**src/rtl/core/murs_pkg.sv**
```systemverilog
`timescale 1ns / 1ps
`default_nettype none
package murs_pkg;
   localparam int MaxJobs = 1024;
   localparam int SizeBits = 30;
   localparam int BudgetBits = 40;
   localparam int AddrBits = $clog2(MaxJobs);
   localparam int CountBits = AddrBits + 1;
   localparam int QDepth = 2;

   typedef struct packed {
      logic [CountBits-1:0] count;
      logic [SizeBits-1:0]  largest;
   } set_desc_type;
endpackage
`default_nettype wire

```
**src/rtl/core/murs_front.sv**
```systemverilog
`timescale 1ns / 1ps
`default_nettype none
module murs_front import murs_pkg::*; (
   input  wire logic                clock,
   input  wire logic                reset,
   input  wire logic                req_valid,
   output logic                     req_ready,
   input  wire logic [SizeBits-1:0] req_job_size,
   input  wire logic                req_is_last,
   input  wire logic                back_busy,
   output logic                     wr_en,
   output logic [AddrBits-1:0]      wr_addr,
   output logic [SizeBits-1:0]      wr_data,
   output logic                     set_valid,
   output set_desc_type             set_desc
);
   logic [CountBits-1:0] count_ff, count_in;
   logic [SizeBits-1:0]  largest_ff, largest_in;
   logic                 accept, room;

   // The store is shared with the back part, so loading waits while it searches.
   assign req_ready = !back_busy;
   assign accept = req_valid && req_ready;
   assign room = count_ff < CountBits'(MaxJobs);
   assign wr_en = accept && room;
   assign wr_addr = count_ff[AddrBits-1:0];
   assign wr_data = req_job_size;

   always_comb begin
      count_in = count_ff;
      largest_in = largest_ff;
      if (wr_en) begin
         count_in = count_ff + 1'b1;
         if (req_job_size > largest_ff) begin
            largest_in = req_job_size;
         end
      end
   end

   assign set_valid = accept && req_is_last;
   assign set_desc.count = count_in;
   assign set_desc.largest = largest_in;

   always_ff @(posedge clock) begin
      if (reset || set_valid) begin
         count_ff <= '0;
         largest_ff <= '0;
      end else begin
         count_ff <= count_in;
         largest_ff <= largest_in;
      end
   end

   assert property (@(posedge clock) disable iff (reset) count_ff <= CountBits'(MaxJobs))
      else $error("job count overflow");
   assert property (@(posedge clock) disable iff (reset) set_valid |=> count_ff == '0)
      else $error("set not cleared");
   assert property (@(posedge clock) disable iff (reset) back_busy |-> !wr_en)
      else $error("store written during search");
endmodule
`default_nettype wire

```
**config.mk**
```make
export PLATFORM = sky130hd
export DESIGN_NAME = murs_front
export DESIGN_NICKNAME = d
export VERILOG_FILES = /design/src/rtl/core/murs_pkg.sv /design/src/rtl/core/murs_front.sv
export SDC_FILE = /design/constraint.sdc
export NUM_CORES = 1
export LEC_CHECK = 0
export ABC_CLOCK_PERIOD_IN_PS = 2800
export BUFFER_PORTS_ARGS = -buffer_cell sky130_fd_sc_hd__clkbuf_2
export CAP_MARGIN = 25
export CORE_UTILIZATION = 45
export DETAILED_ROUTE_END_ITERATION = 16
export GPL_ROUTABILITY_DRIVEN = 0
export GPL_TIMING_DRIVEN = 0
export PLACE_DENSITY = 0.76
export SLEW_MARGIN = 15
export SYNTH_ARGS = -nofsm -noshare
export SYNTH_HDL_FRONTEND = slang
export SYNTH_SLANG_ARGS = --single-unit
```
**constraint.sdc**
```tcl
create_clock -name clock -period 2.8 [get_ports clock]
set_input_delay 0 -clock clock [delete_from_list [all_inputs] [get_ports clock]]
set_output_delay 0 -clock clock [all_outputs]
set_load 0.01 [all_outputs]
```
; Yosys cells after proc, flatten, opt, wreduce, memory -nomap -nowiden
; Cells that the tools add are included.
[word_totals]
regBits = 41
in_bits = 35
out_inout_bits = 84
word_cells = 13
[classes]
n_addsub = 1
magnitude_cmp = 2
mux = 3
reduce_logical = 5
[op_table]
columns = operator, count
row1 = 30-bit 2-to-1 mux, 2
row2 = 30-bit greater-than comparator, 1
row3 = 11-bit by 1-bit adder with 11-bit output (second input constant), 1
row4 = 11-bit < comparator (second input constant), 1
row5 = 11-bit 2-to-1 mux, 1
row6 = 1-bit logical AND, 3
row7 = 1-bit logical NOT, 1
row8 = 1-bit logical OR, 1

; Longest topological paths before layout
; Gate-level depths: netlist of run 1.
[depth]
depth_word = 4
depth_mapped = 9
mapped_depth_nobuf = 8

; Worst setup path before layout of run 1
; Ideal clock, no wire load.
[synth_timing]
path_kind = reg2reg
startpoint = reg largest_ff[29]
endpoint = reg largest_ff[0]
setup_time_ns = 0.132
t_arrival_ns = 1.928
required_ns = 2.668
slack_ns = 0.739
path_stages_with_launch = 10
path_buffers = 1
period_less_slack_ns = 2.061
cell_sequence = dfxtp_1 -> inv_1 -> ha_1 -> nand4_2 -> or4_1 -> o21ai_1 -> a31oi_1 -> buf_2 -> o21ai_1 -> a21oi_1
[synth_via]
elab_chain_len = 3
[synth_lines]
columns = item, line_no
row1 = from (decl), murs_front.sv:18  ; logic [SizeBits-1:0] largest_ff, largest_in;
row2 = from (signal assigned), murs_front.sv:50  ; largest_ff <= largest_in;
row3 = 30-bit greater-than comparator, murs_front.sv:34  ; if (req_job_size > largest_ff) begin
row4 = 30-bit 2-to-1 mux, murs_front.sv:34
row5 = 30-bit 2-to-1 mux, murs_front.sv:32  ; if (wr_en) begin
; Every way passes these cells.
; A chain may end at the register's enable or synchronous reset.

==> metrics.csv, run 1 <==
metric;value;unit
path_common_cell;clkbuf_2;
post-cts-setup-buffers;0;
syn_area_per_cell;7.59;sq um
syn_to_final_growth;29.2;%
drc;0;
first_pass_iters;4;
tritoncts;done;
report.final.hold_viol_count;3;
reg2reg_slack;0.43;ns
gr-total-overflow;0;
dp_hpwl;5.42;mm
internal-power;0.00105;W
drt_iter0_markers;74;
critPathKind;flop to output port;
synth_edf_count;0;
die_y;81.4;microns
required;2.80;ns
nFillCells;560;
cp-start-kind;flop;
core_area;0.00599;sq mm
clk_path_buf_depth;2;
final_nets;565;
ys.warnings.count;0;
muxShareOfSynthArea;0.396;%
htree_levels;2;
synth_nets;440;
fin_area;0.00367;sq mm
antenna_found_initial;0;
synth_top_cell_by_area;dfxtp_1;
syn-cell-area;0.00284;sq mm
wire_per_inst;12.1;microns
critPathMaxStageDelay;0.62;ns
p_leak;1.88;nW
cts-root-buf;clkbuf_8;
preCtsSetupSlack;0.313;ns
cp_top_family;simple AND/OR/NAND/NOR gates;
reg2reg_to;largest_ff[24]$_SDFF_PP0_;
r2r_start;largest_ff[12]$_SDFF_PP0_;
endpoint_kind;output port;
drive_gt1_share;37.8;%
slowest_stage;or4_1;
cts_buffers;5;
synth.distinct_cells;30;
vias;2917;
clock_latency;0.29;ns
clock_sinks;41;
cp_data_arrival_time;2.66;ns
synth_ff_type;dfxtp_1;
cts_resized;0;
yosysSeqAreaShare;28.9;%
grt_max_degree;14;
status;finished, violations left;
ant_nets;0;
clock_power_share;34.6;%
synth-compound-area-share;16.2;%
synth_fa_ha_area_share;13.7;%
synthXorXnorAreaFrac;2.78;%
synth_top_family_by_area;simple AND/OR/NAND/NOR gates;
ir_drop;0.275;mV
p_sw_share;28.7;%
hold_buffers;0;
cp_max_fo;10;
clock.fmax;0.376;GHz
hold_slack;-0.0129;ns
placementRows;28;
grt_pass1_vias;2600;
finalCritPeriodShare;95.0;%
rr_worst_depth;9;
powerDensity;401;mW/mm^2
grt_pass1_wl;11.1;mm
async_flop_share;0;%
p_comb_share;23.8;%
ios;119;
seqPwrFrac;41.6;%
min_path_type;primary input to flop;
worstMarginPinSlew;0.640;ns
synthSimpleGateAreaFrac;20.0;%
cp-startpoint;largest_ff[12]$_SDFF_PP0_;
yosysTopAreaCellShare;28.9;%
netSwitchingPower;0.000422;W
die_w;81.4;microns
vias_per_cell;5.07;
start_util;47.4;%
place_area;0.00352;sq mm
grt_use_total;21.3;%
die-area;0.00663;sq mm
io_buffers;118;
path_depth;10;
antenna_cells;0;
setup_ws;0.140;ns
drt-total-wl;6.95;mm
cap_violations;0;
fin_crit;2.66;ns
crit_chain;inv_1, ha_1, nand4_1, or4_1, nand3_1, a31oi_1, clkbuf_2, o21ai_1, nand2_1, clkbuf_2;
failed_checks;hold timing;
ys_ff_latch;41;
crit_buf_inv;3;
setup_viol;0;
syn_inst;374;
rsz0062_at_grt;yes;
slew_violations;0;
worst_clock_skew;0.00735;ns
synthTopCellsByArea;dfxtp_1 29%, ha_1 14%, buf_4 11%;
relSlewSlack;57.1;%
endpoint;set_desc[28];
clk_pin_slew;0.09;ns
worst min-delay path: stages:
cell and delay [ns]:
clkbuf_2 0.11, o21ai_2 0.07, a21oi_1 0.06
per-stage QoR:
stage	instances	hold WS (ns)	power, W	setup TNS, ns	utilization, %
floorplan	374	0.0483	0.000841	0	-
global placement	567	0.262	0.000966	0	58.8
detailed placement	567	0.274	0.000974	0	58.8
CTS	575	0.00831	0.00148	0	60.8
global route	575	0.0120	0.00155	-0.155	61.2
finish	575	-0.0129	0.00147	0	61.2
per-layer routing:
| metal | part of all wire [%] | GRT usage, % | wire length (microns) | up-vias |
|---|---|---|---|---|
| met2 | 50 | 37.5 | 3450 | 85 |
| met3 | 5.2 | 3.78 | 360 | 8 |
| met5 | 0 | 0 | 0 | - |
| met1 | 44 | 26.4 | 3050 | 1338 |
| met4 | 1.2 | 6.07 | 85 | 0 |
| li1 | - | - | - | 1486 |
power groups by stage:
stage	logic, W	registers (W)	clock network [W]
after floorplan	0.000217	0.000624	0
after global placement	0.000341	0.000625	0
final	0.000350	0.000613	0.000509
after detailed placement	0.000348	0.000626	0
after CTS	0.000350	0.000613	0.000516
after global routing	0.000396	0.000616	0.000543
worst min-delay path by stage:
stage | cells after the start | start | endpoint | slack (ns)
global placement | 3 | back_busy | req_ready | 0.26
global route | 3 | req_job_size[15] | largest_ff[15]$_SDFF_PP0_ | 0.01
floorplan | 1 | back_busy | req_ready | 0.05
CTS | 3 | reset | count_ff[10]$_SDFF_PP0_ | 0.008
finish | 3 | req_job_size[15] | largest_ff[15]$_SDFF_PP0_ | -0.01
detailed placement | 3 | back_busy | req_ready | 0.27
kinds of logic (layout without fill, tap and decap cells):
group	after synthesis	after routing
compound gates	88	88
buf+inv	89	215
flops	41	41
mux	1	1
simple gates	115	115
fa+ha+maj	31	31
xor+xnor	9	9
flip-flops by register name (all words and copies together), names as in the netlist:
register    cells
largest_ff     30
count_ff       11
area by class of cell:
cell class              count  area, sq um  area share (%)
multi-input cells         244         1520            41.4
repair buffers            118          591            16.1
inverters                  33          124            3.38
well taps                  75         93.8            2.56
clock buffers               6         82.6            2.25
flip-flops and latches     41          821            22.4
clock inverters             2         37.5            1.02
plain buffers              56          399            10.9
placed cells by master (no fill, tap or decap), drive strengths merged, types with 2 or more instances in the layout:
cell and instances:
a31o 3, xnor2 7, a31oi 2, nand4 8, nand2 43, dfxtp 41, and3 3, nand2b 3
a21oi 45, xor2 2, ha 31, clkbuf 129, o21ai 36, nor2 5, and2 11, or4 2
nand3 36, inv 33, buf 51
cells in the mapped netlist (all sizes together) (3+ instances only):
cell type,count
and3,3
o21ai,36
and2,11
nand2,43
nand2b,3
inv,33
a21oi,45
xnor2,7
dfxtp,41
buf,49
nand3,36
clkbuf,7
nand4,8
ha,31
nor2,5
a31o,3
Note: power is estimated with default switching activity, not from simulation.
==> run 2: changes to the inputs <==
- SETUP_SLACK_MARGIN: default -> 0.2
==> run 2 against run 1 <==
Effect of this change: the flow still finishes with violations (hold timing); setup slack better by 0.11 ns; wire length up 16%; sequential cell count unchanged; clock power about the same; sequential share of layout area down 2.6 points; register-to-register slack better by 0.10 ns; final cell count up 3.3%; total power up 5.4%; die area unchanged; design area up 14%; critical path depth unchanged; combinational power up 22%.
==> metrics.csv, run 2 (synthesized netlist as in run 1, its figures left out) <==
metric;value;unit
clk_pin_slew;0.09;ns
powerDensity;371;mW/mm^2
report.final.hold_viol_count;5;
reg2reg_to;largest_ff[0]$_SDFF_PP0_;
multi_input_area;0.00180;sq mm
cts-root-buf;clkbuf_8;
cts_buffers;5;
rr_worst_depth;9;
p_leak;2.03;nW
vias_per_cell;5.18;
fin_crit;2.55;ns
io_buffers;118;
final_cell_mix;118 x clkbuf_2, 47 x buf_4, 45 x a21oi_1;
met1_usage;26.4;%
required;2.80;ns
crit_buf_inv;3;
clock.fmax;0.392;GHz
cp_data_arrival_time;2.55;ns
ios;119;
hold_slack;-0.0225;ns
placementRows;28;
reg_top3;largest_ff (30), count_ff (11);
htree_levels;2;
drive_gt1_share;46.2;%
cp_top_family;simple AND/OR/NAND/NOR gates;
critPathKind;flop to output port;
ant_nets;0;
tns;0;ns
regMostFlops;largest_ff;
worstMarginPinSlew;0.731;ns
drt_iter0_markers;134;
gr-total-overflow;0;
antenna_found_initial;0;
cap_violations;0;
clock_latency;0.29;ns
relSlewSlack;51.0;%
die-area;0.00663;sq mm
drt-total-wl;8.06;mm
clk_path_buf_depth;2;
wire_per_inst;13.6;microns
drc;0;
largest_register_ffs;30;
min_to;largest_ff[20]$_SDFF_PP0_;
setup_viol;0;
dp_hpwl;5.42;mm
status;finished, violations left;
slowest_stage;or4_4;
antenna_cells;0;
worst_clock_skew;0.0107;ns
nFillCells;469;
critPathMaxStageDelay;0.55;ns
grt-busiest-layer;met2;
grt_max_degree;14;
failed_checks;hold timing;
clock_sinks;41;
first_pass_iters;4;
hold_depth;3;
final_nets;584;
syn_to_final_growth;47.1;%
core_area;0.00599;sq mm
start_util;47.4;%
ir_drop;0.284;mV
grt_pass1_wl;11.2;mm
final_common_cell;clkbuf_2;
slew_violations;0;
die_y;81.4;microns
vias;3078;
die_w;81.4;microns
globalRouteMet2Util;37.6;%
crit_chain;inv_1, ha_1, nand4_1, or4_4, o21ai_4, a31oi_4, buf_6, o21ai_2, nand2_1, clkbuf_2;
rsz0062_at_grt;yes;
finalCritPeriodShare;91.2;%
grt_pass1_vias;2624;
reg2reg_slack;0.53;ns
min_path_type;primary input to flop;
r2r_start;largest_ff[3]$_SDFF_PP0_;
cp_max_fo;6;
total_power;0.00155;W
grtUsageMet3;3.89;%
cp-start-kind;flop;
tritoncts;done;
endpoint_kind;output port;
holdCritStartpoint;req_job_size[20];
grt_use_total;21.5;%
register_area;826;sq um
==> run 2: changes by cell type in the layout (fill, tap and decap cells not counted), moves of 5 or more <==
cell / delta
buf_2: -6
buf_4: +5
buf_6: +7
dlygate4sd3_1: +11
ha_1: -5
ha_4: +5
o21ai_1: -26
o21ai_2: +23
==> run 2: where the power goes <==
part	leakage, nW	internal, W	switching (W)	total [W]
Combinational	1.63	0.000198	0.000229	0.000426
Clock	0.0574	0.000290	0.000221	0.000511
Sequential	0.334	0.000602	0.0000113	0.000614
Total	2.03	0.00109	0.000461	0.00155
==> run 2: metal layers <==
layer,vias to the layer above,part of all wire [%]
li1,1535,-
met1,1418,42
met2,110,51
met3,15,5.6
met4,0,1.4
met5,-,0
==> run 2: worst max path at each step <==
stage	startpoint	end	cells past startpoint
floorplan	largest_ff[29]$_SDFF_PP0_	largest_ff[0]$_SDFF_PP0_	9
global placement	largest_ff[25]$_SDFF_PP0_	set_desc[9]	10
detailed placement	largest_ff[25]$_SDFF_PP0_	largest_ff[11]$_SDFF_PP0_	9
CTS	largest_ff[25]$_SDFF_PP0_	set_desc[28]	10
global route	largest_ff[17]$_SDFF_PP0_	set_desc[13]	11
finish	largest_ff[3]$_SDFF_PP0_	set_desc[13]	10
==> run 2: cell type report <==
type | instances | share of cell area, %
Sequential cell | 41 | 19.8
Tap cell | 75 | 2.25
Inverter | 33 | 2.96
Buffer | 56 | 10.7
Clock inverter | 2 | 0.898
Timing Repair Buffer | 137 | 18.5
Multi-Input combinational cell | 244 | 43.0
Clock buffer | 6 | 1.98
==> run 2: per-stage QoR <==
step / setup slack [ns] / util (%) / instances / instance area, sq um / hold WS, ns
after global placement: 0.417 / 58.8 / 567 / 3520 / 0.262
after global routing: 0.149 / 69.8 / 594 / 4180 / -0.00250
after CTS: 0.213 / 61.3 / 576 / 3670 / 0.00831
after detailed placement: 0.313 / 58.8 / 567 / 3520 / 0.274
after floorplan: 0.739 / - / 374 / 2840 / 0.0483
final: 0.248 / 69.8 / 594 / 4180 / -0.0225
==> run 2: worst register-to-register path: stages (launching register included) <==
cell and delay [ns]:
dfxtp_1 0.36, inv_1 0.05, ha_1 0.28, nand4_1 0.14, or4_4 0.55, o21ai_4 0.21, a31oi_4 0.10, buf_6 0.21
o21ai_2 0.15, a21oi_1 0.08
==> run 2: timing repair <==
| item | CTS | global route |
|---|---|---|
| gates resized for setup | 9 | 85 |
| hold buffers | 0 | 11 |
| cloned | 0 | 3 |
| endpoints found under the hold margin | 0 | 11 |
| endpoints found under the setup margin | 30 | 30 |
| pin swaps | 2 | 9 |
| buffers inserted | 1 | 4 |
