--- config.mk ---
export PLATFORM = sky130hd
export DESIGN_NAME = murs_back
export DESIGN_NICKNAME = d
export VERILOG_FILES = /design/src/rtl/core/murs_pkg.sv /design/src/rtl/core/murs_back.sv
export SDC_FILE = /design/constraint.sdc
export NUM_CORES = 1
export LEC_CHECK = 0
export ABC_CLOCK_PERIOD_IN_PS = 10450
export BUFFER_PORTS_ARGS = -buffer_cell sky130_fd_sc_hd__buf_2
export CORE_UTILIZATION = 50
export DETAILED_ROUTE_END_ITERATION = 16
export PLACE_DENSITY = 0.67
export SYNTH_ARGS = -nofsm -noshare
export SYNTH_HDL_FRONTEND = slang
export SYNTH_SLANG_ARGS = --single-unit
--- constraint.sdc ---
create_clock -name clock -period 10.45 [get_ports clock]
set_input_delay 2.09 -clock clock [delete_from_list [all_inputs] [get_ports clock]]
set_output_delay 2.09 -clock clock [all_outputs]
set_load 0.005 [all_outputs]
--- src/rtl/core/murs_pkg.sv ---
`timescale 1ns / 1ps
`default_nettype none
package murs_pkg;
   localparam int MaxJobs = 1024;
   localparam int SizeBits = 30;
   localparam int BudgetBits = 40;
   localparam int AddrBits = $clog2(MaxJobs);
   localparam int CountBits = AddrBits + 1;
   localparam int QDepth = 2;

   typedef struct packed {
      logic [CountBits-1:0] count;
      logic [SizeBits-1:0]  largest;
   } set_desc_type;
endpackage
`default_nettype wire

--- src/rtl/core/murs_back.sv ---
`timescale 1ns / 1ps
`default_nettype none
module murs_back import murs_pkg::*; (
   input  wire logic                  clock,
   input  wire logic                  reset,
   input  wire logic [BudgetBits-1:0] budget,
   input  wire logic                  set_valid,
   input  wire set_desc_type          set_desc,
   output logic                       busy,
   output logic [AddrBits-1:0]        rd_addr,
   input  wire logic [SizeBits-1:0]   rd_data,
   output logic                       rsp_valid,
   input  wire logic                  rsp_ready,
   output logic [SizeBits-1:0]        rsp_min_rate,
   output logic                       rsp_feasible
);
   localparam logic [2:0] StIdle = 3'd0;
   localparam logic [2:0] StProbe = 3'd1;
   localparam logic [2:0] StDiv = 3'd2;
   localparam logic [2:0] StJudge = 3'd3;
   localparam logic [2:0] StOut = 3'd4;
   localparam int DivCntBits = $clog2(SizeBits + 1);

   // Two-entry queue of closed sets between loading and searching.
   set_desc_type         q_ff [QDepth];
   logic [1:0]           q_cnt_ff;
   logic                 q_rd_ff, q_wr_ff;
   logic [2:0]           st_ff;
   set_desc_type         cur_ff;
   logic [SizeBits-1:0]  lo_ff, hi_ff, mid_ff;
   logic [CountBits-1:0] idx_ff;
   logic                 wait_ff;
   logic [BudgetBits:0]  total_ff;
   logic [SizeBits-1:0]  quot_ff, rem_ff;
   logic [DivCntBits-1:0] dcnt_ff;
   logic                 nz_ff;
   logic                 pop;
   logic [SizeBits:0]    trial;
   logic [SizeBits-1:0]  rem_next;
   logic [SizeBits-1:0]  hi_init;
   logic [BudgetBits:0]  sum_next;

   assign pop = (st_ff == StIdle) && (q_cnt_ff != 2'd0);
   assign busy = (st_ff != StIdle) || (q_cnt_ff != 2'd0);
   assign rd_addr = idx_ff[AddrBits-1:0];
   assign trial = {rem_ff, quot_ff[SizeBits-1]};
   assign rem_next = (trial >= {1'b0, mid_ff}) ? SizeBits'(trial - {1'b0, mid_ff})
                                               : trial[SizeBits-1:0];
   assign hi_init = (q_ff[q_rd_ff].largest != '0) ? q_ff[q_rd_ff].largest : SizeBits'(1);
   assign sum_next = total_ff + (BudgetBits+1)'(quot_ff) + (BudgetBits+1)'(nz_ff);

   always_ff @(posedge clock) begin
      if (set_valid) begin
         q_ff[q_wr_ff] <= set_desc;
      end
      if (reset) begin
         q_cnt_ff <= '0;
         q_rd_ff <= 1'b0;
         q_wr_ff <= 1'b0;
         st_ff <= StIdle;
         rsp_valid <= 1'b0;
      end else begin
         q_cnt_ff <= q_cnt_ff + {1'b0, set_valid} - {1'b0, pop};
         if (set_valid) q_wr_ff <= !q_wr_ff;
         if (pop) q_rd_ff <= !q_rd_ff;
         unique case (st_ff)
            StIdle: begin
               if (pop) begin
                  cur_ff <= q_ff[q_rd_ff];
                  lo_ff <= SizeBits'(1);
                  hi_ff <= hi_init;
                  if ({{(BudgetBits-CountBits){1'b0}}, q_ff[q_rd_ff].count} > budget) begin
                     rsp_min_rate <= '0;
                     rsp_feasible <= 1'b0;
                     rsp_valid <= 1'b1;
                     st_ff <= StOut;
                  end else if (hi_init == SizeBits'(1)) begin
                     rsp_min_rate <= SizeBits'(1);
                     rsp_feasible <= 1'b1;
                     rsp_valid <= 1'b1;
                     st_ff <= StOut;
                  end else begin
                     mid_ff <= SizeBits'(1) + ((hi_init - SizeBits'(1)) >> 1);
                     idx_ff <= '0;
                     total_ff <= '0;
                     wait_ff <= 1'b1;
                     st_ff <= StProbe;
                  end
               end
            end
            StProbe: begin
               if (idx_ff == cur_ff.count) begin
                  st_ff <= StJudge;
               end else if (wait_ff) begin
                  wait_ff <= 1'b0;
               end else begin
                  // Restoring division of size by the trial rate, one bit a cycle.
                  quot_ff <= rd_data;
                  rem_ff <= '0;
                  dcnt_ff <= DivCntBits'(SizeBits);
                  st_ff <= StDiv;
               end
            end
            StDiv: begin
               if (dcnt_ff == '0) begin
                  total_ff <= (sum_next > (BudgetBits+1)'(budget)) ?
                              (BudgetBits+1)'(budget) + 1'b1 : sum_next;
                  idx_ff <= idx_ff + 1'b1;
                  wait_ff <= 1'b1;
                  st_ff <= StProbe;
               end else begin
                  rem_ff <= rem_next;
                  quot_ff <= {quot_ff[SizeBits-2:0], trial >= {1'b0, mid_ff}};
                  nz_ff <= (dcnt_ff == DivCntBits'(1)) && (rem_next != '0);
                  dcnt_ff <= dcnt_ff - 1'b1;
               end
            end
            StJudge: begin
               if (total_ff <= (BudgetBits+1)'(budget)) begin
                  if (lo_ff == mid_ff) begin
                     rsp_min_rate <= mid_ff;
                     rsp_feasible <= 1'b1;
                     rsp_valid <= 1'b1;
                     st_ff <= StOut;
                  end else begin
                     hi_ff <= mid_ff;
                     mid_ff <= lo_ff + ((mid_ff - lo_ff) >> 1);
                     idx_ff <= '0;
                     total_ff <= '0;
                     wait_ff <= 1'b1;
                     st_ff <= StProbe;
                  end
               end else if (mid_ff + 1'b1 == hi_ff) begin
                  rsp_min_rate <= hi_ff;
                  rsp_feasible <= 1'b1;
                  rsp_valid <= 1'b1;
                  st_ff <= StOut;
               end else begin
                  lo_ff <= mid_ff + 1'b1;
                  mid_ff <= mid_ff + 1'b1 + ((hi_ff - mid_ff - 1'b1) >> 1);
                  idx_ff <= '0;
                  total_ff <= '0;
                  wait_ff <= 1'b1;
                  st_ff <= StProbe;
               end
            end
            StOut: begin
               if (rsp_ready) begin
                  rsp_valid <= 1'b0;
                  st_ff <= StIdle;
               end
            end
            default: st_ff <= StIdle;
         endcase
      end
   end

   assert property (@(posedge clock) disable iff (reset) q_cnt_ff <= 2'(QDepth))
      else $error("set queue overflow");
   assert property (@(posedge clock) disable iff (reset) rsp_valid |-> st_ff == StOut)
      else $error("result outside output state");
   assert property (@(posedge clock) disable iff (reset)
      (st_ff == StJudge) |-> (lo_ff <= mid_ff && mid_ff < hi_ff))
      else $error("search interval broken");
endmodule
`default_nettype wire

After elaboration in Yosys (flattened, before gate mapping)

Memory sizes are Yosys's and may differ from the RTL's. A register that Yosys moved wholly into a read port is not among the register bits.
Index checks and enable logic that the tools add are counted.

Reductions and logical operators: 27
$add $sub $neg: 16
$mul: 0
Divide/modulo/power cells: 0
Eq/ne operators: 27
Bitwise gates (word level): 2
Order comparisons: 4
Muxes and demuxes: 88
Shifts and indexed selects: 0

Operators by type and width:

| operator              | number |
|---|---|
| $mux 30               | 26 |
| $pmux 30 s2           | 6 |
| $mux 41               | 8 |
| $pmux 41 s3           | 1 |
| $sub 30x30->30        | 3 |
| $mux 11               | 7 |
| $add 30x29->30        | 2 |
| $eq 30x30->1          | 2 |
| $reduce_bool 30->1    | 2 |
| $sub 30x1->30 const B | 2 |
| $add 40x1->41 const B | 1 |
| $add 41x1->41         | 1 |
| $add 41x30->41        | 1 |
| $gt 41x40->1          | 1 |
| $le 41x40->1          | 1 |
| $gt 11x40->1          | 1 |
| $pmux 11 s3           | 1 |
| $ge 31x30->1          | 1 |
| $add 1x29->30 const A | 1 |
| $add 30x1->30 const B | 1 |
| $eq 30x1->1 const B   | 1 |
| $mux 3                | 10 |
| $ne 2x2->1 const B    | 12 |
| $mux 1                | 21 |
| other kinds (33)      | 51 |

Bits in registers: 259
Memories kept: 1
Input bits: 115
Word-level logic and storage cells: 183
Bits in read-only memories: 0
Memory bits (writable): 82
Bits in latches: 0
Output and inout bits: 43

Memories:

| name | words | bits a word | read ports | clocked after memory_dff | write ports | RTL line        | source |
|---|---|---|---|---|---|---|---|
| q_ff | 2     | 41          | 1          | 1                        | 1           | murs_back.sv:25 | `set_desc_type q_ff [QDepth];` |

Logic depth before layout (Yosys ltp)

Depth in word-level cells: 8
Gate-level depth with buffers: 25
Depth with buffers taken out: 25

Worst setup path before layout

Ideal clock, no wire load.

Kind: in2reg
From: input port reset
To: register dcnt_ff[0], enable pin
Setup slack: 4.490 ns
Library setup time: 0.509 ns
Path buffers: 1
Stages: 2
Required time: 9.941 ns
Data arrival time: 5.450 ns
Path through: clkbuf_1 -> a21oi_1

Longest elaborated chain between the ends: 2

Ends and longest elaborated chain:

| item                              | RTL line         | source |
|---|---|---|
| from (decl)                       | murs_back.sv:5   | `input wire logic reset,` |
| $not 1->1 (no source line)        | --               |  |
| $reduce_and 5->1 (no source line) | --               |  |
| to (signal assigned)              | murs_back.sv:100 | `dcnt_ff <= DivCntBits'(SizeBits);` |
| to (signal assigned)              | murs_back.sv:115 | `dcnt_ff <= dcnt_ff - 1'b1;` |
| to (decl)                         | murs_back.sv:35  | `logic [DivCntBits-1:0] dcnt_ff;` |

No other way between the ends.
A chain may end at the register's enable or synchronous reset.

Worst setup path after layout

From: register total_ff[0]
To: register total_ff[25], data pin

Longest elaborated chain between the ends: 6
Elaborated cells between the ends (all ways): 8

Ends and longest elaborated chain:

| item                   | RTL line         | source |
|---|---|---|
| from (decl)            | murs_back.sv:33  | `logic [BudgetBits:0] total_ff;` |
| from (signal assigned) | murs_back.sv:106 | `total_ff <= (sum_next > (BudgetBits+1)'(budget)) ?` |
| $add 41x30->41         | murs_back.sv:50  | `assign sum_next = total_ff + (BudgetBits+1)'(quot_ff) + (BudgetBits+1)'(nz_ff);` |
| $add 41x1->41          | murs_back.sv:50  |  |
| $gt 41x40->1           | murs_back.sv:106 |  |
| $mux 41                | murs_back.sv:106 |  |
| $mux 41                | murs_back.sv:105 | `if (dcnt_ff == '0) begin` |
| $pmux 41 s3 *          | murs_back.sv:66  | `unique case (st_ff)` |

Mark *: on every way between the ends. The rest lies on a longest branch, timed or not. The select of a mux whose other input is x is not followed.

==> results.yml <==
status:
  outcome: "finished, final reports clean"
power:
  cellPowerDensity_mw_per_mm2: 363
  p_leak_nw: 12.9
  vdd_drop_max_mv: 0.199
clock_network:
  cts.repair.resized: 0
  clock_latency_ns: 0.60
  cts_setup_buffers: 0
  cts_tree: "yes"
  h-tree-depth: 2
  path_clk_slew_ns: 0.06
  cts_buffer_depth: 3
  cts_buffers: 42
  postCtsHoldBufs: 0
  cts_root_buf: "clkbuf_16"
  cts_sinks: 342
finish:
  syn2layout_area_growth_pct: 10.3
  nets: 3627
  drive_gt1_share_pct: 9.84
  n_fill_cell: 5117
  mostFrequentLayoutCell: "edfxtp_1"
  layout_common_cells: "edfxtp_1, nor2_1, ha_1, nand2_1, xnor2_1"
  fin_cells: 4020
sta:
  timing_max_transition_violations_final: 0
  finalSetupViolCount: 0
  slew_headroom_pct: 21.3
  fin_crit_ns: 6.87
  tightest_slew_ns: 1.18
  finalHoldViolCount: 0
  rsz0062_at_grt: "no"
  max_freq_mhz: 146
  setup_tns_ns: 0
  fin_skew_ns: 0.0211
  fin_crit_sh_pct: 65.7
drt:
  antenna_left: 0
  wirelength_um: 87600
  firstDrtPassIters: 5
  via_count: 24118
  via_per_inst: 6.00
  drc_errors: 0
  drt_iter0_drc: 1966
  wl_per_cell_um: 21.8
synthesis:
  syn_inst: 3112
  synth-edff-count: 333
  syn_nets: 3510
  yosysTopAreaCell: "edfxtp_1"
  avgSynthCellArea_um2: 9.23
  synth_seq_cells: 342
  syn_area_mm2: 0.0287
  synth_cell_type_count: 99
  ys.warnings.count: 0
  ys_seq_area_share_pct: 35.4
  synth_top_area_share_pct: 34.8
  synth_area_leaders: "edfxtp_1, ha_1, xnor2_1, nor2_1, a21oi_1"
  synth_ff_type: "edfxtp_1"
  async_reset_ff_share_pct: 0
setup_path:
  crit_type: "reg -> reg"
  critPathMaxFanout: 44
  cp_cell_sequence: "fa_1 > fa_1 > a211oi_1 > o21ai_0 > nand3_1 > a21oi_1 > o2111ai_1 > a31oi_1 > o21ai_0 > o21a_1 > nor3_1 > or2_2 > ha_1 > nand2_1 > nor4_1 > a41oi_1 > a21oi_1 > and4b_1 > nor2_4 > buf_4 > nor2_1 > a211oi_1"
  ff2ff_path_depth: 22
  worst_setup_path_end_kind: "flip-flop"
  r2r-start: "total_ff[0]"
  cp_slowest_stage_delay_ns: 0.68
  cp_top_family: "compound AO/OA/AOI/OAI gates"
  cp_slowest_cell: "nor2_4"
  r2r_end: "total_ff[25]"
  path_buf_inv: 1
  worstSetupStartpointType: "flip-flop"
  arrival_ns: 7.26
  cp_data_required_time_ns: 10.84
  reg2reg_slack_ns: 3.58
floorplan:
  die-area_mm2: 0.0584
  row_count: 87
  die_h_um: 242
  die_w_um: 242
  initial_utilization_pct: 50.7
  io_pins: 158
  coreArea_mm2: 0.0566
run:
  drv_cap: 0
grt:
  grt.overflow.total: 0
  first_global_vias: 23307
  grt_pass1_wl_um: 134000
  grt_max_degree: 80
  antenna_found_initial: 10
  grt_usage_pct: 29.3
min_path:
  hold_depth: 2
  hold_start: "q_rd_ff"
  hold_path_class: "reg -> reg"
  min_to: "q_rd_ff"
placed_design:
  io_buffers: 157
  placedCellCount: 3941
  dp_hpwl_um: 69600
  place_congestion: 1.02
-- routing by layer --
metal | up-vias | track usage, % | part of all wire (%)
met1 | 11469 | 39.5 | 43
li1 | 11638 | - | -
met3 | 163 | 3.81 | 6.8
met2 | 836 | 47.7 | 46
met4 | 12 | 11.5 | 4.2
met5 | - | 0 | 0.10
-- flip-flops by register name, summed over array words and instances, names as in the netlist, 11 cells and up, named ones only --
| signal | cells |
|---|---|
| q_ff | 82 |
| mid_ff | 30 |
| hi_ff | 30 |
| lo_ff | 30 |
| quot_ff | 30 |
| rem_ff | 30 |
| cur_ff | 11 |
| rsp_min_rate | 30 |
| total_ff | 41 |
| idx_ff | 11 |
-- worst reg2reg max path, delay by kind of cell, from the launching register on --
kind	cells	cell delay [ns]
AND/OR/NAND/NOR	8	2.13
flip-flops	1	0.42
adder cells (fa/ha/maj)	3	1.25
AO/OA/AOI/OAI	10	2.33
buffers and inverters	1	0.54
-- synth_stat cells (71+ instances only) --
library cell and instances:
a211oi_1 71, a21o_1 102, a21oi_1 217, clkbuf_1 71, edfxtp_1 333, ha_1 276, inv_1 184, mux2i_1 84
nand2_1 246, nand3_1 79, nor2_1 315, o21ai_0 127, xnor2_1 237, xor2_1 92
-- metrics by stage --
step | area, um^2 | setup WS (ns) | hold WS, ns | power, mW | util (%)
5_1_grt | 31700 | 3.14 | 0.580 | 12.4 | 56.0
3_5_place_dp | 30200 | 3.70 | 0.504 | 9.75 | 53.3
4_1_cts | 31700 | 3.65 | 0.520 | 11.4 | 56.0
3_3_place_gp | 30200 | 3.82 | 0.499 | 9.63 | 53.3
2_1_floorplan | 28700 | 4.49 | 0.466 | 7.89 | -
6_report | 31700 | 3.58 | 0.515 | 11.5 | 56.0
-- where the power goes --
group | leakage, nW | switching, mW | total [mW] | internal, mW
sequential | 3.15 | 0.388 | 2.34 | 1.95
clock | 0.709 | 0.640 | 1.57 | 0.935
combinational | 9.09 | 4.52 | 7.59 | 3.07
total | 12.9 | 5.55 | 11.5 | 5.96
-- worst max path at each step --
stage | startpoint | to | slack (ns) | cells past startpoint
final | total_ff[0] | total_ff[25] | 3.58 | 22
after CTS | quot_ff[0] | total_ff[25] | 3.65 | 22
after global routing | total_ff[0] | total_ff[15] | 3.14 | 22
after global placement | total_ff[0] | total_ff[15] | 3.82 | 22
after floorplan | reset | dcnt_ff[0] | 4.49 | 2
after detailed placement | total_ff[0] | total_ff[25] | 3.70 | 22
-- area by class of cell --
class                   instances  area, um^2  share of cell area, %
diodes                          3        7.51                 0.0237
clock buffers                  50        1090                   3.44
flip-flops and latches        342       10200                   32.1
multi-input cells            2483       17400                   55.0
well taps                     756         946                   2.99
clock inverters                26         399                   1.26
inverters                     184         691                   2.18
repair buffers                176         928                   2.93
-- logic make-up (layout without fill, tap and decap cells) --
logic type | Yosys count | after routing | synth area share [%]
simple gates | 1037 | 1037 | 17.6
compound gates | 727 | 727 | 16.4
flops | 342 | 342 | 35.4
xor+xnor | 332 | 332 | 10.2
buf+inv | 287 | 436 | 4.09
fa+ha+maj | 283 | 283 | 12.5
mux | 104 | 104 | 3.72
other cells | 0 | 3 | 0
Power figures use the tool's default switching activity.
