[src/rtl/core/murs_ram.sv]
`timescale 1ns / 1ps
`default_nettype none
module murs_ram #(
   parameter int Width = 8,
   parameter int Depth = 16
) (
   input  wire logic                     clock,
   input  wire logic                     wr_en,
   input  wire logic [$clog2(Depth)-1:0] wr_addr,
   input  wire logic [Width-1:0]         wr_data,
   input  wire logic [$clog2(Depth)-1:0] rd_addr,
   output logic      [Width-1:0]         rd_data
);
   logic [Width-1:0] mem_ff [Depth];

   always_ff @(posedge clock) begin
      if (wr_en) begin
         mem_ff[wr_addr] <= wr_data;
      end
      rd_data <= mem_ff[rd_addr];
   end
endmodule
`default_nettype wire

[config.mk]
export PLATFORM = sky130hd
export DESIGN_NAME = murs_ram
export DESIGN_NICKNAME = d
export VERILOG_FILES = /design/src/rtl/core/murs_ram.sv
export SDC_FILE = /design/constraint.sdc
export NUM_CORES = 1
export LEC_CHECK = 0
export BUFFER_PORTS_ARGS = -buffer_cell sky130_fd_sc_hd__buf_2
export CAP_MARGIN = 10
export CORE_MARGIN = 1
export CORE_UTILIZATION = 50
export CTS_CLUSTER_DIAMETER = 100
export CTS_CLUSTER_SIZE = 12
export DETAILED_ROUTE_END_ITERATION = 8
export PLACE_DENSITY = 0.8
export RECOVER_POWER = 25
export SYNTH_ARGS = -nofsm -noshare
export SYNTH_HDL_FRONTEND = slang
export SYNTH_SLANG_ARGS = --single-unit
[constraint.sdc]
create_clock -name clock -period 2 [get_ports clock]
set_clock_uncertainty 0.15 [all_clocks]
set_input_delay 0.4 -clock clock [delete_from_list [all_inputs] [get_ports clock]]
set_output_delay 0.4 -clock clock [all_outputs]
set_load 0.02 [all_outputs]
Word-level counts from Yosys, hierarchy flattened. Memory sizes are Yosys's and may differ from the RTL's. A register that Yosys moved wholly into a read port is not among the register bits. Index checks and enable logic that the tools add are counted.

Word-level logic and storage cells: 3. Input bits: 18. Output and inout bits: 8. Flip-flop bits (word level): 0. RAM bits: 128. Memories kept: 1.

Memories: mem_ff (words 16, width 8, read ports 1, clocked after memory_dff 1, wr ports 1, RTL line 14) `logic [Width-1:0] mem_ff [Depth];`.

Multiplexer cells: 2.

Operators with widths (number): 1-bit 2-to-1 mux (2).

Depth between registers and ports, before layout. Gate-level depths: netlist of run 1.

Word-level depth: 2. Gate-level depth with buffers: 5. Depth with buffers taken out: 3.

Least setup slack after synthesis of run 1. Ideal clock, no wire load.

Path kind: input to register. Start: input wr_addr[2]. End: memory mem_ff[0][0], enable pin. Arrival time: 1.510 ns. Data required time: 1.467 ns. Cell stages on the path: 2. Library setup time: 0.383 ns. Slack: -0.043 ns. Cells stage by stage: or3b_2 nor3_1.

RTL lines: start, declared (RTL line 9) `input wire logic [$clog2(Depth)-1:0] wr_addr,`; end, declared (RTL line 14).

Straight into the memory's write port.

Final worst setup path of run 1.
Start: register rd_data[2], read port of mem_ff. End: output rd_data[2].

RTL lines: start, declared (RTL line 12) `output logic [Width-1:0] rd_data`.

No word-level cell between the ends.

==> results of run 1 <==
cell families (layout without fill, tap and decap cells):
family / count (synthesis) / in the layout / share of synthesized area [%]
other: 0 / 1 / 0
muxes: 32 / 32 / 15.0
AOI/OAI and AO/OA: 16 / 16 / 2.33
buffers and inverters: 10 / 80 / 1.68
and+or+nand+nor: 35 / 35 / 3.18
DFF: 136 / 136 / 77.8
report_power, final:
part	total [mW]	internal (mW)	leakage, nW	switching [mW]
clock	3.41	2.28	0.311	1.14
combinational	0.327	0.134	0.590	0.193
sequential	3.21	3.19	1.22	0.0184
total	6.95	5.60	2.12	1.35
metrics by stage:
step / worst slack, ns / area, um^2 / hold WS, ns / util [%] / instances
6_report: 0.455 / 6210 / 0.136 / 63.0 / 433
2_1_floorplan: 0.184 / 5150 / 0.349 / - / 229
3_5_place_dp: 0.0585 / 5570 / 0.508 / 56.4 / 400
3_3_place_gp: 0.0860 / 5570 / 0.501 / 56.4 / 400
4_1_cts: 0.414 / 6220 / 0.102 / 63.0 / 432
5_1_grt: 0.379 / 6210 / 0.119 / 62.9 / 432
sequential cells by signal, indices dropped and copies added (netlist names):
name	cells
rd_data	8
mem_ff	128
worst reg2reg max path: cells and delay by family, from the launching register on:
family / cells / cell delay (ns)
and+or+nand+nor: 1 / 0.08
AOI/OAI and AO/OA: 1 / 0.26
muxes: 1 / 0.50
DFF: 1 / 0.43
synthesized netlist by cell type:
library cell / count
mux4_2: 18
buf_2: 3
buf_6: 3
clkdlybuf4s25_2: 3
nand3b_1: 2
nor2_1: 13
nand2_1: 9
nand2b_1: 2
nand3_1: 1
and2_1: 1
nor3_1: 4
and2b_1: 1
nor2b_1: 1
edfxtp_1: 128
buf_4: 1
a22oi_1: 16
dfxtp_1: 8
or3b_2: 1
mux4_1: 14
metal layers:
metal / track usage (%) / vias up
met5: 0 / -
met3: 6.72 / 24
met4: 10.5 / 0
li1: - / 1090
met1: 28.8 / 1263
met2: 33.6 / 133
cell type report:
class,count,area [um^2]
Antenna cell,1,2.50
Clock buffer,20,425
Clock inverter,12,223
Fill cell,633,3650
Multi-Input combinational cell,83,1060
Sequential cell,136,4000
Tap cell,133,166
Timing Repair Buffer,48,328
how the worst min path moves through the flow:
| stage | slack (ns) | cells after the start | end |
|---|---|---|---|
| floorplan | 0.35 | 0 | mem_ff[0][0] |
| global placement | 0.50 | 3 | rd_data[7] |
| detailed placement | 0.51 | 3 | rd_data[6] |
| CTS | 0.10 | 1 | mem_ff[1][7] |
| global route | 0.12 | 1 | mem_ff[10][5] |
| finish | 0.14 | 1 | mem_ff[7][5] |
==> flow_summary.json, run 1 <==
{
  "path_delay_family": "flip-flops",
  "routabilityCongestion": 0.806,
  "synth_top_area_share_pct": 74.7,
  "rsz0062_at_grt": "no",
  "drive_gt1_share_pct": 30.1,
  "crit_required_ns": 1.45,
  "port_buffers": 25,
  "grt_pass1_wl_um": 15600,
  "hold_path.startpoint": "wr_data[5]",
  "wl_met2_um": 5260,
  "cts_tree": "yes",
  "relSlewSlack_pct": 54.7,
  "ctsResizeCount": 0,
  "clkSlewWorstSetupHoldPaths_ns": 0.06,
  "syn_avg_cell_area_um2": 22.5,
  "cp-startpoint": "rd_data[2]",
  "reg2reg_from": "mem_ff[1][4]",
  "ys_seq_area_share_pct": 77.8,
  "grt_overflow": 0,
  "fp.dieW_um": 103,
  "grt_pass1_vias": 2638,
  "power.density_mw_per_mm2": 1120,
  "dieHeight_um": 103,
  "synth_cell_types": 19,
  "synth_warnings": 0,
  "io-pin-count": 26,
  "grt_max_degree": 33,
  "fin_crit_sh_pct": 77.3,
  "max_freq_mhz": 647,
  "reg2reg_to": "rd_data[4]",
  "worst_pin_slew_ns": 0.680,
  "vdd_drop_max_mv": 0.914,
  "cts_root_buffer": "clkbuf_8",
  "wire_per_inst_um": 24.3,
  "clockBufferDepth": 2,
  "ys_top_cells_by_area": "edfxtp_1 (75%), mux4_2 (7.9%), mux4_1 (7.1%)",
  "hold_path.class": "primary input to flip-flop",
  "drc": 0,
  "synth_fp_nets": 247,
  "synth_cells": 229,
  "critical_path.endpoint": "rd_data[2]",
  "final_cell_mix": "edfxtp_1 (128), buf_4 (20), buf_2 (19)",
  "finalMaxSlewViolations": 0,
  "first_pass_iters": 5,
  "clk_latency_ns": 0.52,
  "die-area_mm2": 0.0107,
  "start_util_pct": 52.2,
  "slowest_stage": "dfxtp_1",
  "crit_path_max_incr_delay_ns": 0.31,
  "timing.critical_path.arrival_ns": 1.00,
  "cts_hold_buf": 0,
  "clock-sinks": 136,
  "yosys.area.top_type": "edfxtp_1",
  "startpoint_type": "flip-flop",
  "cts_setup_buffers": 0,
  "cellLeakagePower_nw": 2.12,
  "power_mw": 6.95,
  "post-route-min-period_ns": 1.55,
  "fin_nets": 304,
  "top_layer_used": "met4",
  "finalSetupTns_ns": 0,
  "place_hpwl_um": 6180,
  "synth_seq_cells": 136,
  "syn_area_mm2": 0.00515,
  "crit_path_end_kind": "primary output",
  "cap_violations": 0,
  "vias_per_cell": 5.80,
  "ant_nets": 0,
  "core_area_mm2": 0.00986,
  "status": "finished, final reports clean",
  "path_cells": "buf_2",
  "routed_wl_um": 10500,
  "r2r_cells": 3,
  "path_max_fanout": 1,
  "final_common_cell": "edfxtp_1",
  "rows": 36,
  "reg2reg_setup_slack_ns": 0.46,
  "cp.depth": 1,
  "area_growth_pct": 20.7,
  "worst-setup-path-type": "flip-flop to primary output",
  "drt_iter0_drc": 183,
  "grt_usage_pct": 21.9,
  "path_buf_inv": 1,
  "drt-met1-wl_um": 4040,
  "setup_viol": 0,
  "dr_wl_met3_um": 908,
  "cts_buffers": 17,
  "route.vias.total": 2510,
  "antenna_found_initial": 0,
  "hold_viol": 0,
  "cts_max_level": 4
}
No activity file was read; power rests on OpenSTA's default activity.
==> inputs of run 2 (changes only) <==
==> constraint.sdc (replaced) <==
create_clock -name clock -period 1.42 [get_ports clock]
set_clock_uncertainty 0.15 [all_clocks]
set_input_delay 0.284 -clock clock [delete_from_list [all_inputs] [get_ports clock]]
set_output_delay 0.284 -clock clock [all_outputs]
set_load 0.02 [all_outputs]
==> run 2 against run 1 <==
The flow now finishes with violations (negative setup slack). Hold slack worse by 0.015 ns. Routed wire length shrank 0.30%. Critical path depth rose by 2. Clock-buffer cell count rose by 2. Sequential cell count stayed put. Register-to-register slack got worse by 0.50 ns. Via count rose by 0.24%. Global-route usage down 0.14 points. Non-clock buffer count up 12.
==> flow_summary.json, run 2 (same netlist as run 1, synthesis figures left out) <==
{
  "wire_per_inst_um": 23.7,
  "finalMaxSlewViolations": 0,
  "path_max_fanout": 1,
  "drc": 0,
  "fin_crit_sh_pct": 103,
  "ant_nets": 0,
  "fin_ws_ns": -0.0428,
  "power.density_mw_per_mm2": 1550,
  "route.vias.total": 2516,
  "failed_checks": "negative setup slack",
  "n_antenna_cell": 0,
  "fp.dieW_um": 103,
  "port_buffers": 25,
  "routed_wl_um": 10500,
  "start_util_pct": 52.2,
  "clk_latency_ns": 0.52,
  "stdcell_count": 443,
  "reg2reg_to": "rd_data[2]",
  "relSlewSlack_pct": 39.1,
  "grt_usage_pct": 21.7,
  "vdd_drop_max_mv": 0.742,
  "timing.critical_path.arrival_ns": 1.70,
  "reg2reg_from": "mem_ff[11][2]",
  "place_hpwl_um": 6490,
  "status": "finished, violations left",
  "drive_gt1_share_pct": 44.2,
  "setup_viol": 2,
  "cts_tree": "yes",
  "startpoint_type": "flip-flop",
  "post-route-min-period_ns": 1.46,
  "cellLeakagePower_nw": 2.18,
  "first_pass_iters": 5,
  "regMostFlops": "mem_ff",
  "fin_nets": 316,
  "cts_max_level": 4,
  "grt_pass1_vias": 2656,
  "max_freq_mhz": 684,
  "crit_required_ns": 1.66,
  "cts_root_buffer": "clkbuf_8",
  "dieHeight_um": 103,
  "grt_pass1_wl_um": 15400,
  "rows": 36,
  "worst_pin_slew_ns": 0.911,
  "hold_viol": 0,
  "area_growth_pct": 25.9,
  "die-area_mm2": 0.0107,
  "grt_max_degree": 25,
  "largest_registers": "mem_ff: 128 flops, rd_data: 8 flops",
  "io-pin-count": 26,
  "rsz0062_at_grt": "yes",
  "reg2reg_setup_slack_ns": -0.04,
  "clockBufferDepth": 2,
  "largest_register_ffs": 128,
  "power_mw": 10.1,
  "clock-sinks": 136,
  "final_common_cell": "edfxtp_1",
  "cap_violations": 0,
  "vias_per_cell": 5.68,
  "drt_iter0_drc": 141,
  "grt_overflow": 0,
  "worstHoldPathCells": 4,
  "worst-setup-path-type": "flip-flop to flip-flop",
  "r2r_cells": 3,
  "clkSlewWorstSetupHoldPaths_ns": 0.06,
  "hold_path.startpoint": "rd_addr[1]",
  "routabilityCongestion": 0.756,
  "placedCellCount": 409,
  "crit_path_end_kind": "flip-flop",
  "cts_buffers": 17,
  "core_area_mm2": 0.00986,
  "holdPathEnd": "rd_data[7]",
  "fin_hold_ws_ns": 0.121,
  "final_cell_mix": "edfxtp_1 (128), mux4_2 (32), buf_4 (26)",
  "hold_path.class": "primary input to flip-flop",
  "antenna_found_initial": 0
}
-- run 2: cell count changes in the layout (fill, tap and decap cells not counted), moves of 6 or more --
cell | before | now
dfxtp_1 | 8 | 2
a22oi_1 | 16 | 4
dfxtp_2 | 0 | 6
buf_4 | 20 | 26
buf_2 | 19 | 12
mux4_2 | 18 | 32
a22oi_2 | 0 | 12
buf_6 | 0 | 8
mux4_1 | 14 | 0
-- run 2: repair_timing --
| action | 4_1_cts | 5_1_grt |
|---|---|---|
| setup endpoints to repair | 16 | 15 |
| setup buffers | 0 | 0 |
| endpoints found under the hold margin | 33 | 0 |
| hold buffers | 3 | 0 |
| gates resized for setup | 29 | 6 |
| pin swaps | 0 | 2 |
-- run 2: metrics by stage --
step	cell area, um^2	util (%)	TNS (ns)	setup slack [ns]
final	6480	65.7	-0.0432	-0.0428
after global routing	6480	65.7	-0.352	-0.0643
after CTS	6460	65.5	-0.0496	-0.0237
after detailed placement	5670	57.5	-23.01	-0.465
after global placement	5670	57.5	-18.81	-0.446
after floorplan	5180	-	-1.76	-0.147
-- run 2: layout make-up --
type                       instances  area (um^2)
fill                             599         3380
clock buffer                      22          453
tap                              133          166
multi-input combinational         83         1120
timing repair buffer              60          514
sequential                       136         4010
clock inverter                     9          219
-- run 2: critical path, stage by stage, from the launching register on --
cell	delay, ns
edfxtp_1	0.37
mux4_2	0.49
a22oi_2	0.23
nand2_1	0.11
-- run 2: power breakdown --
| part | total (mW) | internal (mW) | switching (mW) | leakage, nW |
|---|---|---|---|---|
| clock | 4.98 | 3.46 | 1.52 | 0.327 |
| sequential | 4.53 | 4.50 | 0.0370 | 1.22 |
| combinational | 0.566 | 0.265 | 0.300 | 0.630 |
| total | 10.1 | 8.22 | 1.85 | 2.18 |
-- run 2: worst max path at each step --
stage,startpoint,end,slack [ns]
finish,mem_ff[11][2],rd_data[2],-0.04
global route,mem_ff[15][2],rd_data[2],-0.06
CTS,rd_data[7],rd_data[7],-0.02
detailed placement,rd_addr[0],rd_data[2],-0.46
global placement,rd_addr[0],rd_data[1],-0.45
floorplan,wr_addr[2],mem_ff[0][0],-0.15
-- run 2: layer usage --
layer	global-route usage [%]	wire (um)	vias to the layer above
li1	-	-	1099
met1	26.5	4020	1290
met2	36.2	5560	108
met3	5.78	634	19
met4	10.7	272	0
met5	0	0	-
==> inputs of run 3 (changes only) <==
--- a/config.mk
+++ b/config.mk
@@ -5,13 +5,14 @@
 export SDC_FILE = /design/constraint.sdc
 export NUM_CORES = 1
 export LEC_CHECK = 0
+export ABC_AREA = 1
 export BUFFER_PORTS_ARGS = -buffer_cell sky130_fd_sc_hd__buf_2
-export CAP_MARGIN = 10
 export CORE_MARGIN = 1
 export CORE_UTILIZATION = 50
 export CTS_CLUSTER_DIAMETER = 100
 export CTS_CLUSTER_SIZE = 12
 export DETAILED_ROUTE_END_ITERATION = 8
+export GPL_ROUTABILITY_DRIVEN = 0
 export PLACE_DENSITY = 0.8
 export RECOVER_POWER = 25
 export SYNTH_ARGS = -nofsm -noshare
==> run 3 against run 2 <==
The flow now finishes without violations. Via count grew 61%. Hold slack gained 0.038 ns. Combinational power grew 13%. Cell count grew 72%. Routed wire length grew 23%. Critical path type is now flip-flop to primary output.
==> flow_summary.json, run 3 <==
{
  "finalMaxSlewViolations": 0,
  "cap_violations": 0,
  "hold_viol": 0,
  "path_cells": "buf_2",
  "ys_top_cells_by_area": "edfxtp_1 (67%), nand2_1 (11%), nand3_1 (8.4%)",
  "drc": 0,
  "crit_path_end_kind": "primary output",
  "synth_cells": 551,
  "slowest_stage": "dfxtp_1",
  "path_max_fanout": 1,
  "dp_slack_ns": -0.0417,
  "clk_latency_ns": 0.41,
  "fin_area_mm2": 0.00688,
  "clockBufferDepth": 2,
  "yosys.area.top_type": "edfxtp_1",
  "path_delay_family": "flip-flops",
  "synth_warnings": 0,
  "synthAdderAreaFrac_pct": 0,
  "die-area_mm2": 0.0120,
  "vdd_drop_max_mv": 1.43,
  "wire_per_inst_um": 16.8,
  "cts_hold_buf": 0,
  "fin_util_pct": 62.4,
  "regMostFlops": "mem_ff",
  "hold_path.class": "primary input to flip-flop",
  "synth_mux_area_share_pct": 0,
  "placedCellCount": 732,
  "fp.dieW_um": 109,
  "setup_viol": 0,
  "place_area_mm2": 0.00630,
  "ys.flop_type": "edfxtp_1",
  "use_met1_pct": 28.4,
  "clkSlewWorstSetupHoldPaths_ns": 0.06,
  "ant_nets": 0,
  "syn_area_mm2": 0.00577,
  "grt_usage_pct": 23.5,
  "intPower_mw": 7.44,
  "startpoint_type": "flip-flop",
  "synthTopCellsByCount": "nand2_1 (173), edfxtp_1 (128), inv_1 (100)",
  "clock-sinks": 136,
  "largest_registers": "mem_ff: 128 flops, rd_data: 8 flops",
  "ys_seq_area_share_pct": 69.4,
  "crit_path_max_incr_delay_ns": 0.34,
  "synth_fp_nets": 569,
  "finalSetupTns_ns": 0,
  "dieHeight_um": 109,
  "synth_edf_count": 128,
  "largest_register_ffs": 128,
  "n_antenna_cell": 0,
  "p_seq_share_pct": 47.5,
  "start_util_pct": 52.3,
  "grt_max_degree": 33,
  "top_usage_layer": "met2",
  "synth_seq_cells": 136,
  "crit_required_ns": 0.99,
  "relSlewSlack_pct": 45.5,
  "synth_compound_area_share_pct": 0,
  "grt_overflow": 0,
  "cts_tree": "yes",
  "post-route-min-period_ns": 1.34,
  "syn_avg_cell_area_um2": 10.5,
  "grt_use_met2_pct": 39.6,
  "cts_max_level": 4,
  "worst_pin_slew_ns": 0.817,
  "stdcell_count": 764,
  "antenna_found_initial": 0,
  "grt_pass1_wl_um": 19900,
  "cellLeakagePower_nw": 3.03,
  "p_sw_share_pct": 21.7,
  "synth_cell_types": 12,
  "rows": 38,
  "rsz0062_at_grt": "no",
  "grt_pass1_vias": 3923,
  "combPwrFrac_pct": 6.7,
  "vias_per_cell": 5.31,
  "place_hpwl_um": 8200,
  "path_buf_inv": 1,
  "switchingPower_mw": 2.06,
  "power.density_mw_per_mm2": 1380,
  "route.vias.total": 4056,
  "timing.critical_path.arrival_ns": 0.91,
  "power.clock.fraction_pct": 45.8,
  "fin_nets": 629,
  "max_freq_mhz": 744,
  "drive_gt1_share_pct": 14.4,
  "worst-setup-path-type": "flip-flop to primary output",
  "synth-simple-area-share_pct": 21.0,
  "fin_crit_sh_pct": 94.7,
  "status": "finished, final reports clean",
  "final_common_cell": "nand2_1",
  "cts_setup_buffers": 0,
  "fin_ws_ns": 0.0756,
  "io-pin-count": 26,
  "cts_buffers": 17,
  "synth_top_area_share_pct": 66.7,
  "core_area_mm2": 0.0110,
  "use_met3_pct": 5.63,
  "synth.most_common_cell": "nand2_1",
  "port_buffers": 25,
  "cts_root_buffer": "clkbuf_16",
  "drt_iter0_drc": 450,
  "first_pass_iters": 5,
  "area_growth_pct": 19.3,
  "synthXorXnorAreaFrac_pct": 0,
  "synth_top_family_by_area": "simple AND/OR/NAND/NOR gates",
  "postSynth.asyncResetShare_pct": 0,
  "routed_wl_um": 12900,
  "ctsResizeCount": 0,
  "final_cell_mix": "nand2_1 (173), edfxtp_1 (128), inv_1 (100)"
}
==> run 3: cell count changes in the layout (fill, tap and decap cells not counted), sizes merged, moves of 8 or more <==
cell | before | now
clkinv | 2 | 10
mux4 | 32 | 0
nand3 | 1 | 97
buf | 52 | 60
nand2 | 9 | 173
a22oi | 16 | 0
inv | 0 | 103
==> run 3: worst paths after layout <==
path / from / to / slack (ns) / cells past startpoint
setup / recovery: rd_data[0] / rd_data[0] / 0.08 / 1
setup reg to reg: mem_ff[0][4] / rd_data[4] / 0.28 / 6
hold / removal: wr_data[7] / mem_ff[11][7] / 0.16 / 1
hold reg to reg: mem_ff[14][4] / rd_data[4] / 0.54 / 6
==> run 3: power groups by stage <==
stage / clock [mW] / combinational (mW) / sequential, mW
6_report: 4.35 / 0.639 / 4.52
5_1_grt: 4.54 / 0.693 / 4.52
4_1_cts: 4.37 / 0.636 / 4.52
3_5_place_dp: 0 / 0.626 / 4.60
3_3_place_gp: 0 / 0.609 / 4.60
2_1_floorplan: 0 / 0.317 / 4.63
==> run 3: layout make-up <==
cell class	instances	area (um^2)
Inverter	102	383
Fill cell	825	4150
Timing Repair Buffer	65	519
Clock buffer	18	429
Clock inverter	14	156
Sequential cell	136	4000
Tap cell	140	175
Multi-Input combinational cell	289	1210
==> run 3: stage by stage <==
| stage | hold slack (ns) | total power [mW] |
|---|---|---|
| 2_1_floorplan | 0.233 | 4.94 |
| 3_3_place_gp | 0.501 | 5.20 |
| 3_5_place_dp | 0.523 | 5.23 |
| 4_1_cts | 0.121 | 9.52 |
| 5_1_grt | 0.164 | 9.76 |
| 6_report | 0.160 | 9.51 |
==> run 3: metal layers <==
layer  vias up  wire, um
met5         -         0
met4         0       394
met3        39      1250
met2       236      6340
met1      1885      4860
li1       1896         -
==> run 3: kinds of logic after synthesis <==
kind of cell,after synthesis
AND/OR/NAND/NOR,289
flip-flops,136
buffers and inverters,126
